$ cat config.mk
export PLATFORM = sky130hd
export DESIGN_NAME = chroma_key_composite
export DESIGN_NICKNAME = d
export VERILOG_FILES = /design/src/rtl/ck_pkg.sv /design/src/rtl/ck_color.sv /design/src/rtl/ck_sqrt.sv /design/src/rtl/ck_div.sv /design/src/rtl/ck_blend.sv /design/src/rtl/chroma_key_composite.sv
export SDC_FILE = /design/constraint.sdc
export NUM_CORES = 2
export LEC_CHECK = 0
export BUFFER_PORTS_ARGS = -buffer_cell sky130_fd_sc_hd__buf_2
export CELL_PAD_IN_SITES_DETAIL_PLACEMENT = 1
export CELL_PAD_IN_SITES_GLOBAL_PLACEMENT = 2
export CORE_MARGIN = 3
export CORE_UTILIZATION = 50
export CTS_CLUSTER_DIAMETER = 200
export DETAILED_ROUTE_END_ITERATION = 6
export PLACE_DENSITY = 0.95
export SYNTH_ARGS = -nofsm -noshare
export SYNTH_HDL_FRONTEND = slang
export SYNTH_SLANG_ARGS = --single-unit
export TNS_END_PERCENT = 5
$ cat constraint.sdc
create_clock -name clk -period 98.3 [get_ports clk]
set_clock_uncertainty 0.1 [all_clocks]
set_input_delay 0 -clock clk [delete_from_list [all_inputs] [get_ports clk]]
set_output_delay 0 -clock clk [all_outputs]
set_load 0.01 [all_outputs]
$ cat src/rtl/ck_pkg.sv
`default_nettype none

package ck_pkg;

    typedef struct packed {
        logic [7:0] bg_blue;
        logic [7:0] bg_green;
        logic [7:0] bg_red;
        logic [7:0] fg_blue;
        logic [7:0] fg_green;
        logic [7:0] fg_red;
    } px_t;

    typedef struct packed {
        logic [7:0] red;
        logic [7:0] green;
        logic [7:0] blue;
    } key_t;

    typedef enum logic [2:0] {
        REG_KEY_RED   = 3'd0,
        REG_KEY_GREEN = 3'd1,
        REG_KEY_BLUE  = 3'd2,
        REG_TOL_LOW   = 3'd3,
        REG_TOL_HIGH  = 3'd4
    } reg_idx_t;

    localparam int SQ_W    = 26;
    localparam int DIST_W  = 13;
    localparam int TOL_W   = 9;
    localparam int SQRT_N  = 13;

    localparam logic signed [26:0] C_OFS    = 27'sd8421376;
    localparam logic signed [26:0] C_CB_R   = 27'sd11058;
    localparam logic signed [26:0] C_CB_G   = 27'sd21710;
    localparam logic signed [26:0] C_HALF   = 27'sd32768;
    localparam logic signed [26:0] C_CR_G   = 27'sd27439;
    localparam logic signed [26:0] C_CR_B   = 27'sd5329;

endpackage

`default_nettype wire

$ cat src/rtl/ck_color.sv
`default_nettype none

module ck_color (
    input  wire logic            clk,
    input  wire logic            rst_n,
    input  wire logic            adv,
    input  wire logic            in_valid,
    input  wire ck_pkg::px_t     in_px,
    input  wire ck_pkg::key_t    key,
    output logic                 out_valid,
    output ck_pkg::px_t          out_px,
    output logic [ck_pkg::SQ_W-1:0] out_sq
);

    function automatic logic [8:0] cb_of(input logic [7:0] r, input logic [7:0] g,
                                         input logic [7:0] b);
        logic signed [26:0] acc;
        acc = ck_pkg::C_OFS - ck_pkg::C_CB_R * $signed({19'd0, r})
            - ck_pkg::C_CB_G * $signed({19'd0, g}) + ck_pkg::C_HALF * $signed({19'd0, b});
        return acc[24:16];
    endfunction

    function automatic logic [8:0] cr_of(input logic [7:0] r, input logic [7:0] g,
                                         input logic [7:0] b);
        logic signed [26:0] acc;
        acc = ck_pkg::C_OFS + ck_pkg::C_HALF * $signed({19'd0, r})
            - ck_pkg::C_CR_G * $signed({19'd0, g}) - ck_pkg::C_CR_B * $signed({19'd0, b});
        return acc[24:16];
    endfunction

    logic signed [9:0]  dcb_next, dcr_next, dcb_reg, dcr_reg;
    logic               v1_reg, v2_reg;
    ck_pkg::px_t        px1_reg, px2_reg;
    logic [19:0]        cb2, cr2;
    logic [20:0]        sum_sq;
    logic [ck_pkg::SQ_W-1:0] sq_next, sq_reg;

    assign dcb_next = $signed({1'b0, cb_of(key.red, key.green, key.blue)})
                    - $signed({1'b0, cb_of(in_px.fg_red, in_px.fg_green, in_px.fg_blue)});
    assign dcr_next = $signed({1'b0, cr_of(key.red, key.green, key.blue)})
                    - $signed({1'b0, cr_of(in_px.fg_red, in_px.fg_green, in_px.fg_blue)});

    assign cb2     = 20'(dcb_reg * dcb_reg);
    assign cr2     = 20'(dcr_reg * dcr_reg);
    assign sum_sq  = {1'b0, cb2} + {1'b0, cr2};
    assign sq_next = {sum_sq[17:0], 8'd0};

    always_ff @(posedge clk or negedge rst_n)
    begin
        if (!rst_n)
        begin
            v1_reg <= 1'b0;
            v2_reg <= 1'b0;
        end
        else if (adv)
        begin
            v1_reg <= in_valid;
            v2_reg <= v1_reg;
        end
    end

    always_ff @(posedge clk)
    begin
        if (adv)
        begin
            dcb_reg <= dcb_next;
            dcr_reg <= dcr_next;
            px1_reg <= in_px;
            sq_reg  <= sq_next;
            px2_reg <= px1_reg;
        end
    end

    assign out_valid = v2_reg;
    assign out_px    = px2_reg;
    assign out_sq    = sq_reg;

endmodule

`default_nettype wire

$ cat src/rtl/ck_sqrt.sv
`default_nettype none

module ck_sqrt (
    input  wire logic                   clk,
    input  wire logic                   rst_n,
    input  wire logic                   adv,
    input  wire logic                   in_valid,
    input  wire ck_pkg::px_t            in_px,
    input  wire logic [ck_pkg::SQ_W-1:0] in_sq,
    output logic                        out_valid,
    output ck_pkg::px_t                 out_px,
    output logic [ck_pkg::DIST_W-1:0]   out_dist
);

    localparam int N = ck_pkg::SQRT_N;
    localparam int W = ck_pkg::SQ_W;

    logic [W-1:0]  v_in   [N];
    logic [W-1:0]  res_in [N];
    logic [W-1:0]  v_reg  [N];
    logic [W-1:0]  res_reg[N];
    logic          vld_reg[N];
    ck_pkg::px_t   px_reg [N];

    assign v_in[0]   = in_sq;
    assign res_in[0] = '0;

    for (genvar i = 0; i < N; i++)
    begin : g_step
        localparam logic [W:0] BITV = (W+1)'(1) << (2 * (N - 1 - i));
        logic [W:0]   trial;
        logic         take;
        logic [W-1:0] v_next, res_next;

        if (i > 0)
        begin : g_link
            assign v_in[i]   = v_reg[i-1];
            assign res_in[i] = res_reg[i-1];
        end

        assign trial    = {1'b0, res_in[i]} + BITV;
        assign take     = {1'b0, v_in[i]} >= trial;
        assign v_next   = take ? v_in[i] - trial[W-1:0] : v_in[i];
        assign res_next = take ? (res_in[i] >> 1) + BITV[W-1:0] : res_in[i] >> 1;

        always_ff @(posedge clk or negedge rst_n)
        begin
            if (!rst_n)
                vld_reg[i] <= 1'b0;
            else if (adv)
                vld_reg[i] <= (i == 0) ? in_valid : vld_reg[(i == 0) ? 0 : i-1];
        end

        always_ff @(posedge clk)
        begin
            if (adv)
            begin
                v_reg[i]   <= v_next;
                res_reg[i] <= res_next;
                px_reg[i]  <= (i == 0) ? in_px : px_reg[(i == 0) ? 0 : i-1];
            end
        end
    end

    assign out_valid = vld_reg[N-1];
    assign out_px    = px_reg[N-1];
    assign out_dist  = res_reg[N-1][ck_pkg::DIST_W-1:0];

endmodule

`default_nettype wire

$ cat src/rtl/ck_div.sv
`default_nettype none

module ck_div #(
    parameter int MASK_BITS = 8
) (
    input  wire logic                     clk,
    input  wire logic                     rst_n,
    input  wire logic                     adv,
    input  wire logic                     in_valid,
    input  wire ck_pkg::px_t              in_px,
    input  wire logic [ck_pkg::DIST_W-1:0] in_dist,
    input  wire logic [ck_pkg::TOL_W-1:0]  tol_low,
    input  wire logic [ck_pkg::TOL_W-1:0]  tol_high,
    output logic                          out_valid,
    output ck_pkg::px_t                   out_px,
    output logic                          out_below,
    output logic                          out_ramp,
    output logic [MASK_BITS:0]            out_quot
);

    localparam int DW = ck_pkg::DIST_W;
    localparam int NW = MASK_BITS + DW + 2;
    localparam int DS = MASK_BITS + 1;

    logic [DW-1:0] lo, hi, span, diff;
    logic          below_next, ramp_next;
    logic [NW-1:0] num_next;

    logic          e_vld_reg, e_below_reg, e_ramp_reg;
    logic [NW-1:0] e_num_reg;
    logic [DW:0]   e_den_reg;
    ck_pkg::px_t   e_px_reg;

    logic [NW-1:0]      rem_in [DS];
    logic [MASK_BITS:0] q_in   [DS];
    logic [NW-1:0]      rem_reg[DS];
    logic [MASK_BITS:0] q_reg  [DS];
    logic [DW:0]        den_reg[DS];
    logic               vld_reg[DS];
    logic               blw_reg[DS];
    logic               rmp_reg[DS];
    ck_pkg::px_t        px_reg [DS];

    assign lo         = {tol_low, 4'd0};
    assign hi         = {tol_high, 4'd0};
    assign span       = hi - lo;
    assign diff       = in_dist - lo;
    assign below_next = in_dist < lo;
    assign ramp_next  = !below_next && (in_dist < hi);
    assign num_next   = {1'b0, diff, {(MASK_BITS+1){1'b0}}} + NW'(span);

    always_ff @(posedge clk or negedge rst_n)
    begin
        if (!rst_n)
            e_vld_reg <= 1'b0;
        else if (adv)
            e_vld_reg <= in_valid;
    end

    always_ff @(posedge clk)
    begin
        if (adv)
        begin
            e_below_reg <= below_next;
            e_ramp_reg  <= ramp_next;
            e_num_reg   <= num_next;
            e_den_reg   <= {span, 1'b0};
            e_px_reg    <= in_px;
        end
    end

    assign rem_in[0] = e_num_reg;
    assign q_in[0]   = '0;

    for (genvar j = 0; j < DS; j++)
    begin : g_bit
        localparam int SH = MASK_BITS - j;
        logic [NW-1:0]      dsh;
        logic               take;
        logic [DW:0]        den_in;
        logic               vld_in, blw_in, rmp_in;
        ck_pkg::px_t        px_in;

        if (j == 0)
        begin : g_first
            assign den_in = e_den_reg;
            assign vld_in = e_vld_reg;
            assign blw_in = e_below_reg;
            assign rmp_in = e_ramp_reg;
            assign px_in  = e_px_reg;
        end
        else
        begin : g_link
            assign rem_in[j] = rem_reg[j-1];
            assign q_in[j]   = q_reg[j-1];
            assign den_in    = den_reg[j-1];
            assign vld_in    = vld_reg[j-1];
            assign blw_in    = blw_reg[j-1];
            assign rmp_in    = rmp_reg[j-1];
            assign px_in     = px_reg[j-1];
        end

        assign dsh  = NW'(den_in) << SH;
        assign take = rem_in[j] >= dsh;

        always_ff @(posedge clk or negedge rst_n)
        begin
            if (!rst_n)
                vld_reg[j] <= 1'b0;
            else if (adv)
                vld_reg[j] <= vld_in;
        end

        always_ff @(posedge clk)
        begin
            if (adv)
            begin
                rem_reg[j] <= take ? rem_in[j] - dsh : rem_in[j];
                q_reg[j]   <= q_in[j] | ((MASK_BITS+1)'(take) << SH);
                den_reg[j] <= den_in;
                blw_reg[j] <= blw_in;
                rmp_reg[j] <= rmp_in;
                px_reg[j]  <= px_in;
            end
        end
    end

    assign out_valid = vld_reg[DS-1];
    assign out_px    = px_reg[DS-1];
    assign out_below = blw_reg[DS-1];
    assign out_ramp  = rmp_reg[DS-1];
    assign out_quot  = q_reg[DS-1];

endmodule

`default_nettype wire

$ cat src/rtl/ck_blend.sv
`default_nettype none

module ck_blend #(
    parameter int MASK_BITS = 8
) (
    input  wire logic          clk,
    input  wire logic          rst_n,
    input  wire logic          adv,
    input  wire logic          in_valid,
    input  wire ck_pkg::px_t   in_px,
    input  wire logic          in_below,
    input  wire logic          in_ramp,
    input  wire logic [MASK_BITS:0] in_quot,
    input  wire ck_pkg::key_t  key,
    output logic               out_valid,
    output logic [7:0]         out_red,
    output logic [7:0]         out_green,
    output logic [7:0]         out_blue
);

    localparam int PW = MASK_BITS + 9;
    localparam logic [MASK_BITS:0] FULL = (MASK_BITS+1)'(1) << MASK_BITS;

    logic [MASK_BITS:0] mask;
    logic [7:0]  fg_c[3], bg_c[3], key_c[3];
    logic [PW-1:0] mk_reg[3], mb_reg[3];
    logic [7:0]  fg_reg[3];
    logic [7:0]  res_next[3], res_reg[3];
    logic        a_vld_reg, b_vld_reg;

    assign mask = in_ramp ? FULL - in_quot : (in_below ? FULL : '0);

    assign fg_c[0]  = in_px.fg_red;
    assign fg_c[1]  = in_px.fg_green;
    assign fg_c[2]  = in_px.fg_blue;
    assign bg_c[0]  = in_px.bg_red;
    assign bg_c[1]  = in_px.bg_green;
    assign bg_c[2]  = in_px.bg_blue;
    assign key_c[0] = key.red;
    assign key_c[1] = key.green;
    assign key_c[2] = key.blue;

    for (genvar c = 0; c < 3; c++)
    begin : g_ch
        logic [PW-1:0] fgs, fore;
        logic [PW:0]   sum;
        logic [PW-MASK_BITS:0] scaled;

        assign fgs    = PW'({fg_reg[c], {MASK_BITS{1'b0}}});
        assign fore   = (mk_reg[c] > fgs) ? '0 : fgs - mk_reg[c];
        assign sum    = {1'b0, fore} + {1'b0, mb_reg[c]};
        assign scaled = sum[PW:MASK_BITS];
        assign res_next[c] = (scaled > (PW-MASK_BITS+1)'(255)) ? 8'hFF : scaled[7:0];

        always_ff @(posedge clk)
        begin
            if (adv)
            begin
                mk_reg[c]  <= PW'(mask * key_c[c]);
                mb_reg[c]  <= PW'(mask * bg_c[c]);
                fg_reg[c]  <= fg_c[c];
                res_reg[c] <= res_next[c];
            end
        end
    end

    always_ff @(posedge clk or negedge rst_n)
    begin
        if (!rst_n)
        begin
            a_vld_reg <= 1'b0;
            b_vld_reg <= 1'b0;
        end
        else if (adv)
        begin
            a_vld_reg <= in_valid;
            b_vld_reg <= a_vld_reg;
        end
    end

    assign out_valid = b_vld_reg;
    assign out_red   = res_reg[0];
    assign out_green = res_reg[1];
    assign out_blue  = res_reg[2];

endmodule

`default_nettype wire

$ cat src/rtl/chroma_key_composite.sv
// Chroma-key compositor: one foreground/background RGB pixel pair in per clock, one
// composited pixel out per clock. The foreground chroma distance to the key colour sets
// a soft mask (MASK_BITS fraction bits) that blends background in over the keyed
// foreground. The pipeline runs color conversion and squaring, the one-bit-per-stage
// square root, the restoring mask divider and blending, in that order. Throughput is
// one item per cycle; the whole pipeline holds when the output item is not taken.
// Write registers over APB only while no items are in flight.

`default_nettype none

module chroma_key_composite #(
    parameter int MASK_BITS = 8
) (
    input  wire logic        clk,
    input  wire logic        rst_n,
    input  wire logic        s_tvalid,
    output logic             s_tready,
    // fg_red, fg_green, fg_blue, bg_red, bg_green, bg_blue
    input  wire logic [47:0] s_tdata,
    output logic             m_tvalid,
    input  wire logic        m_tready,
    // out_red, out_green, out_blue
    output logic [23:0]      m_tdata,
    input  wire logic        psel,
    input  wire logic        penable,
    input  wire logic        pwrite,
    input  wire logic [4:0]  paddr,
    input  wire logic [31:0] pwdata,
    output logic [31:0]      prdata,
    output logic             pready
);

    logic [7:0] key_red_reg, key_green_reg, key_blue_reg;
    logic [ck_pkg::TOL_W-1:0] tol_low_reg, tol_high_reg;
    ck_pkg::reg_idx_t idx;
    logic wr;
    logic adv;
    ck_pkg::key_t key;
    ck_pkg::px_t  in_px, c_px, s_px, d_px;
    logic c_vld, s_vld, d_vld, d_below, d_ramp;
    logic [ck_pkg::SQ_W-1:0]   c_sq;
    logic [ck_pkg::DIST_W-1:0] s_dist;
    logic [MASK_BITS:0]        d_quot;
    logic [7:0] o_red, o_green, o_blue;

    assign pready = 1'b1;
    assign idx    = ck_pkg::reg_idx_t'(paddr[4:2]);
    assign wr     = psel && penable && pwrite;

    always_ff @(posedge clk or negedge rst_n)
    begin
        if (!rst_n)
        begin
            key_red_reg   <= 8'd0;
            key_green_reg <= 8'd255;
            key_blue_reg  <= 8'd0;
            tol_low_reg   <= 9'd40;
            tol_high_reg  <= 9'd80;
        end
        else if (wr)
        begin
            case (idx)
                ck_pkg::REG_KEY_RED:   key_red_reg   <= pwdata[7:0];
                ck_pkg::REG_KEY_GREEN: key_green_reg <= pwdata[7:0];
                ck_pkg::REG_KEY_BLUE:  key_blue_reg  <= pwdata[7:0];
                ck_pkg::REG_TOL_LOW:   tol_low_reg   <= pwdata[8:0];
                ck_pkg::REG_TOL_HIGH:  tol_high_reg  <= pwdata[8:0];
                default: ;
            endcase
        end
    end

    always_comb
    begin
        case (idx)
            ck_pkg::REG_KEY_RED:   prdata = {24'd0, key_red_reg};
            ck_pkg::REG_KEY_GREEN: prdata = {24'd0, key_green_reg};
            ck_pkg::REG_KEY_BLUE:  prdata = {24'd0, key_blue_reg};
            ck_pkg::REG_TOL_LOW:   prdata = {23'd0, tol_low_reg};
            ck_pkg::REG_TOL_HIGH:  prdata = {23'd0, tol_high_reg};
            default:               prdata = 32'd0;
        endcase
    end

    assign key.red   = key_red_reg;
    assign key.green = key_green_reg;
    assign key.blue  = key_blue_reg;

    assign in_px.fg_red   = s_tdata[7:0];
    assign in_px.fg_green = s_tdata[15:8];
    assign in_px.fg_blue  = s_tdata[23:16];
    assign in_px.bg_red   = s_tdata[31:24];
    assign in_px.bg_green = s_tdata[39:32];
    assign in_px.bg_blue  = s_tdata[47:40];

    // advance every stage when the output slot is free or being taken
    assign adv      = !m_tvalid || m_tready;
    assign s_tready = adv;

    ck_color u_color (
        .clk       (clk),
        .rst_n     (rst_n),
        .adv       (adv),
        .in_valid  (s_tvalid),
        .in_px     (in_px),
        .key       (key),
        .out_valid (c_vld),
        .out_px    (c_px),
        .out_sq    (c_sq)
    );

    ck_sqrt u_sqrt (
        .clk       (clk),
        .rst_n     (rst_n),
        .adv       (adv),
        .in_valid  (c_vld),
        .in_px     (c_px),
        .in_sq     (c_sq),
        .out_valid (s_vld),
        .out_px    (s_px),
        .out_dist  (s_dist)
    );

    ck_div #(.MASK_BITS(MASK_BITS)) u_div (
        .clk       (clk),
        .rst_n     (rst_n),
        .adv       (adv),
        .in_valid  (s_vld),
        .in_px     (s_px),
        .in_dist   (s_dist),
        .tol_low   (tol_low_reg),
        .tol_high  (tol_high_reg),
        .out_valid (d_vld),
        .out_px    (d_px),
        .out_below (d_below),
        .out_ramp  (d_ramp),
        .out_quot  (d_quot)
    );

    ck_blend #(.MASK_BITS(MASK_BITS)) u_blend (
        .clk       (clk),
        .rst_n     (rst_n),
        .adv       (adv),
        .in_valid  (d_vld),
        .in_px     (d_px),
        .in_below  (d_below),
        .in_ramp   (d_ramp),
        .in_quot   (d_quot),
        .key       (key),
        .out_valid (m_tvalid),
        .out_red   (o_red),
        .out_green (o_green),
        .out_blue  (o_blue)
    );

    assign m_tdata = {o_blue, o_green, o_red};

endmodule

`default_nettype wire

Yosys cells after proc, flatten, opt, wreduce, memory -nomap -nowiden
Memories as Yosys holds them, arrays and structs flattened. A register that Yosys moved wholly into a read port is not among the register bits.
Index checks and enable logic that the tools add are counted.

storage, ports and cells
  register bits after elaboration = 241
  memory bits (writable) = 2314
  input bits = 92
  output and inout bits = 59
  logic and storage cells = 251
  memories = 13

cells by class
  add/sub/neg operators = 71
  multipliers = 16
  magnitude comparators = 30
  equality and inequality tests = 4
  multiplexer cells = 46
  bitwise logic cells = 8
  reduce and logical (&&, ||, !) cells = 12

memory list
  memory           depth  bits a word  read ports  clocked after memory_dff  wr ports  RTL line       source
  u_sqrt.px_reg    13     48           13          1                         13        ck_sqrt.sv:23  ck_pkg::px_t px_reg [N];
  u_div.px_reg     9      48           9           0                         9         ck_div.sv:42   ck_pkg::px_t px_reg [DS];
  u_sqrt.res_reg   13     26           13          0                         13        ck_sqrt.sv:21  logic [W-1:0] res_reg[N];
  u_sqrt.v_reg     13     26           12          0                         13        ck_sqrt.sv:20  logic [W-1:0] v_reg [N];
  u_div.rem_reg    9      23           8           0                         9         ck_div.sv:36   logic [NW-1:0] rem_reg[DS];
  u_div.den_reg    9      14           8           0                         9         ck_div.sv:38   logic [DW:0] den_reg[DS];
  7 more memories  n/a    n/a          n/a         n/a                       n/a       n/a

operators with widths
  kind                    number
  $mux 26                 25
  $ge 26x27->1            12
  $sub 26x26->26          12
  $mux 23                 9
  $sub 25x25->25          6
  $mul 9x8->17            6
  $mul 13x8->21 const A   4
  $add 17x17->18          3
  $gt 17x16->1            3
  $mux 17                 3
  $sub 16x17->17          3
  $add 24x23->25 const A  2
  $add 25x24->25          2
  $sub 25x25->25 const A  2
  $mul 15x8->23 const A   2
  $pmux 9 s5              1
  $mul 14x8->22 const A   2
  $mul 10x10->18          2
  $gt 10x8->1 const B     3
  $add 26x1->27 const B   1
  $add 26x11->27 const B  1
  $add 26x13->27 const B  1
  $add 26x15->27 const B  1
  $add 26x17->27 const B  1
  other kinds (65)        80

Longest topological paths before layout
An unclocked memory read counts as a cell.

  depth in word-level cells = 6
  mapped depth = 40
  depth with buffers taken out = 39

Hierarchy
A second synthesis with hierarchy kept.

unflattened totals
  cells, all modules = 9173
  area, all modules = 122102.1 um^2

by module, submodules not included
  module                times used  cells each  area an instance (um^2)
  ck_sqrt               1           2148        38583.3
  ck_color              1           2847        29814.8
  ck_div                1           1687        29424.5
  ck_blend              1           2323        22083.7
  chroma_key_composite  1           168         2195.9

Worst setup path before layout
OpenSTA, ideal clock, no wires.

  kind = reg-to-reg
  from = register u_blend.b_vld_reg, in the netlist u_blend.out_valid
  to = register u_color.v2_reg, in the netlist u_color.out_valid
  library setup time = 0.236 ns
  arrival = 61.037 ns
  required time = 97.964 ns
  slack = 36.927 ns
  stages on the path, launching flop included = 5
  buffers on the path = 2
  cell sequence = dfrtp_1 > nand2b_1 > clkbuf_1 > clkbuf_1 > mux2_2

on the way
  cells in the longest elaborated chain, start to end = 2

RTL lines
  what                      RTL line                    source
  start: declaration        ck_blend.sv:29              logic a_vld_reg, b_vld_reg;
  start signal: assignment  ck_blend.sv:77              b_vld_reg <= a_vld_reg;
  $logic_not 1->1           chroma_key_composite.sv:97  assign adv = !m_tvalid || m_tready;
  $logic_or 1x1->1          chroma_key_composite.sv:97
  via s_tready              chroma_key_composite.sv:17  output logic s_tready,
  end signal: assignment    ck_color.sv:58              v2_reg <= v1_reg;
  end: declaration          ck_color.sv:32              logic v1_reg, v2_reg;

The timed path passes the listed nets, and every way through them passes these cells.
A chain may end at the register's enable or synchronous reset.

Worst setup path after layout
  from = register key_green_reg[6]
  to = register u_color.dcr_reg[9], data pin

on the way
  cells in the longest elaborated chain, start to end = 4

RTL lines
  what                         RTL line                    source
  start: declaration           chroma_key_composite.sv:33  logic [7:0] key_red_reg, key_green_reg, key_blue_reg;
  start signal: assignment     chroma_key_composite.sv:64  ck_pkg::REG_KEY_GREEN: key_green_reg <= pwdata[7:0];
  $mul 15x8->23                ck_color.sv:27              - ck_pkg::C_CR_G * $signed({19'd0, g}) - ck_pkg::C_CR_B * $signed({19'd0, b});
  $sub 25x25->25 (2 in a row)  ck_color.sv:27
  $sub 9x9->10                 ck_color.sv:41              - $signed({1'b0, cr_of(in_px.fg_red, in_px.fg_green, in_px.fg_blue)});
  via u_color.dcr_next[9]      ck_color.sv:31              logic signed [9:0] dcb_next, dcr_next, dcb_reg, dcr_reg;
  end signal: assignment       ck_color.sv:67              dcr_reg <= dcr_next;
  end: declaration             ck_color.sv:31

The timed path passes the listed nets, and every way through them passes these cells.

==> flow_summary_export.csv <==
group,metric,value,unit
drt,antenna_left,0,
timing,finalHoldViolCount,0,
timing,slew_viol_final,0,
synthesis,synthMuxAreaShare,0.939,%
synthesis,ys_seq_area_share,52.3,%
synthesis,syn_area,0.117,mm²
drt,drt_pass1_iterations,5,
worst_setup_path,path_max_fanout,17,
die,ioPinCount,151,
drt,dr.max_layer_used,"met5",
synthesis,synth.distinct_cells,98,
timing,fin_crit_sh,10.3,%
placed_design,port-buffer-count,101,
placed_design,gp_congestion,0.853,
synthesis,yosysTopAreaCell,"edfxtp_1",
timing,maxSlewHeadroom,11.7,%
cells_and_area,final_common_cell,"edfxtp_1",
global_route,grt_max_degree,222,
synthesis,ys_ff_latch,2051,
cells_and_area,largest_register_ff_count,624,
drt,viasPerCell,5.48,
min_path,hold_class,"in -> reg",
run,drv_cap,0,
synthesis,synth_adder_area_share,24.3,%
clock_network,cts-htree-levels,4,
worst_setup_path,cp.required,98910,ps
worst_setup_path,startpoint,"key_green_reg[6]",
placed_design,dp_hpwl,193000,µm
timing,finalSetupTns,0,ps
die,rows,177,
outcome,status,"finished clean",
worst_setup_path,cpPeakStageDelay,940,ps
global_route,grt_pass1_wl,435000,µm
worst_setup_path,slowest_stage,"dfstp_2",
cells_and_area,final_cell_mix,"edfxtp_1 (1982), inv_1 (1305), ha_1 (1240), fa_1 (645), nand2_1 (484)",
clock_network,clock-sinks,2051,
cells_and_area,layout-drive-gt1-share,6.87,%
drt,avgRoutedWirePerCell,21.8,µm
worst_setup_path,cpMostUsedCell,"ha_1",
clock_network,tritoncts,"yes",
worst_setup_path,rrSetupSlack,88200,ps
timing,setup_viol,0,
timing,tightest_slew,1320,ps
drt,vias,69100,
global_route,track_usage,23.0,%
timing,rsz0062_at_grt,"no",
clock_network,ctsLongestPathBuffers,3,
synthesis,synth_ff_type,"edfxtp_1",
synthesis,async_flop_share,3.36,%
global_route,grt_pass1_vias,78000,
cells_and_area,nets,11300,
synthesis,yosysWarnings,0,
drt,drc_errors,0,
drt,wl_met3,9630,µm
drt,wl_met2,145000,µm
synthesis,post_synth.cell_area_avg,13.1,µm²
synthesis,synth.area.top_cells,"edfxtp_1 (51%), ha_1 (13%), fa_1 (11%)",
cells_and_area,area_delta_synth_final,10.8,%
clock_network,cts_repair_resize_count,0,
drt,drt_iter0_markers,4410,
timing,whs,181,ps
global_route,antenna_found_initial,10,
worst_setup_path,timing.rr.start,"key_green_reg[6]",
synthesis,synth_top_area_share,50.8,%
drt,wl_met1,108000,µm
die,die_w,490,µm
synthesis,synth-simple-area-share,8.03,%
die,initial_core_util,50.3,%
worst_setup_path,setup.worst_path.class,"reg -> reg",
worst_setup_path,worstSetupEndpointType,"flop",
die,core,0.233,mm²
synthesis,synthCells,8944,
clock_network,cts-root-buf,"clkbuf_16",
clock_network,numCtsBuffers,208,
die,die_h,490,µm
global_route,overflow,0,
die,die-area,0.240,mm²
clock_network,clock_latency,880,ps
worst_setup_path,cp-endpoint,"u_color.dcr_reg[9]",
synthesis,synth_edf_count,1982,
drt,routed_wirelength,275000,µm
worst_setup_path,r2r_cells,32,
synthesis,synth_compound_area_share,5.82,%
synthesis,synth_xor_area_share,3.78,%
worst_setup_path,reg2reg_to,"u_color.dcr_reg[9]",
timing,layout_min_cycle_time,10100,ps
timing,fmax,99.0,MHz
clock_network,clk_pin_slew,60,ps
worst_setup_path,crit_arrival,10710,ps
synthesis,synth_top_family_by_area,"adder cells",
cells_and_area,utilization,55.8,%
worst_setup_path,startpoint_type,"flop",
cells by family after synthesis:
group | count (synthesis)
AND/OR/NAND/NOR | 1856
adder cells (fa/ha/maj) | 1885
XOR/XNOR | 504
multiplexers | 98
other | 2
flip-flops | 2051
AO/OA/AOI/OAI | 1056
buffers and inverters | 1492
layer usage:
metal,vias up,track usage (%)
li1,31900,-
met1,35300,27.1
met2,1400,42.2
met3,588,2.81
met4,4,9.90
met5,-,0
cell type report:
cell class,instances,area (µm²)
repair buffers,301,2430
well taps,3132,3920
diodes,2,5.00
clock inverters,151,1640
inverters,1305,4900
multi-input cells,5423,50300
flip-flops and latches,2051,61300
clock buffers,237,5330
fillers,23100,103000
metrics by stage:
stage,instances,setup slack (ps),area (µm²)
2_1_floorplan,8966,36930,117000
3_3_place_gp,12100,88590,121000
3_5_place_dp,12100,88370,121000
4_1_cts,12600,88300,130000
5_1_grt,12600,87610,130000
6_report,12600,88200,130000
worst max-delay path: cells and delay by family, from the launching register on:
kind	cells	cell delay (ps)
and+or+nand+nor	6	890
DFF	1	940
buffers and inverters	3	530
xor gates and xnor gates	1	890
AOI/OAI and AO/OA	13	3090
adders and majority gates	9	3510
worst min path at each step:
stage / start / endpoint / cells after the start
floorplan: rst_n / key_blue_reg[0] / 0
global placement: s_tdata[47] / u_color.px1_reg[47] / 1
detailed placement: s_tdata[41] / u_color.px1_reg[41] / 1
CTS: pwdata[8] / tol_high_reg[8] / 3
global route: pwdata[8] / tol_high_reg[8] / 3
finish: pwdata[8] / tol_high_reg[8] / 3
timing repair:
| action | 4_1_cts | 5_1_grt |
|---|---|---|
| setup buffers | 0 | 0 |
| setup endpoints to repair | 0 | 0 |
| endpoints found under the hold margin | 215 | 0 |
| hold buffers | 142 | 0 |
Yosys cell counts (all sizes together) (145+ instances only):
master     n
edfxtp  1982
nand2    484
and3     248
ha      1240
a21oi    284
nor2     389
inv     1305
xor2     210
xnor2    293
fa       645
o21ai    265
nor3     145
Power is not shown: default switching activity piles up to over one toggle a cycle in this logic, so the estimate is an artifact.
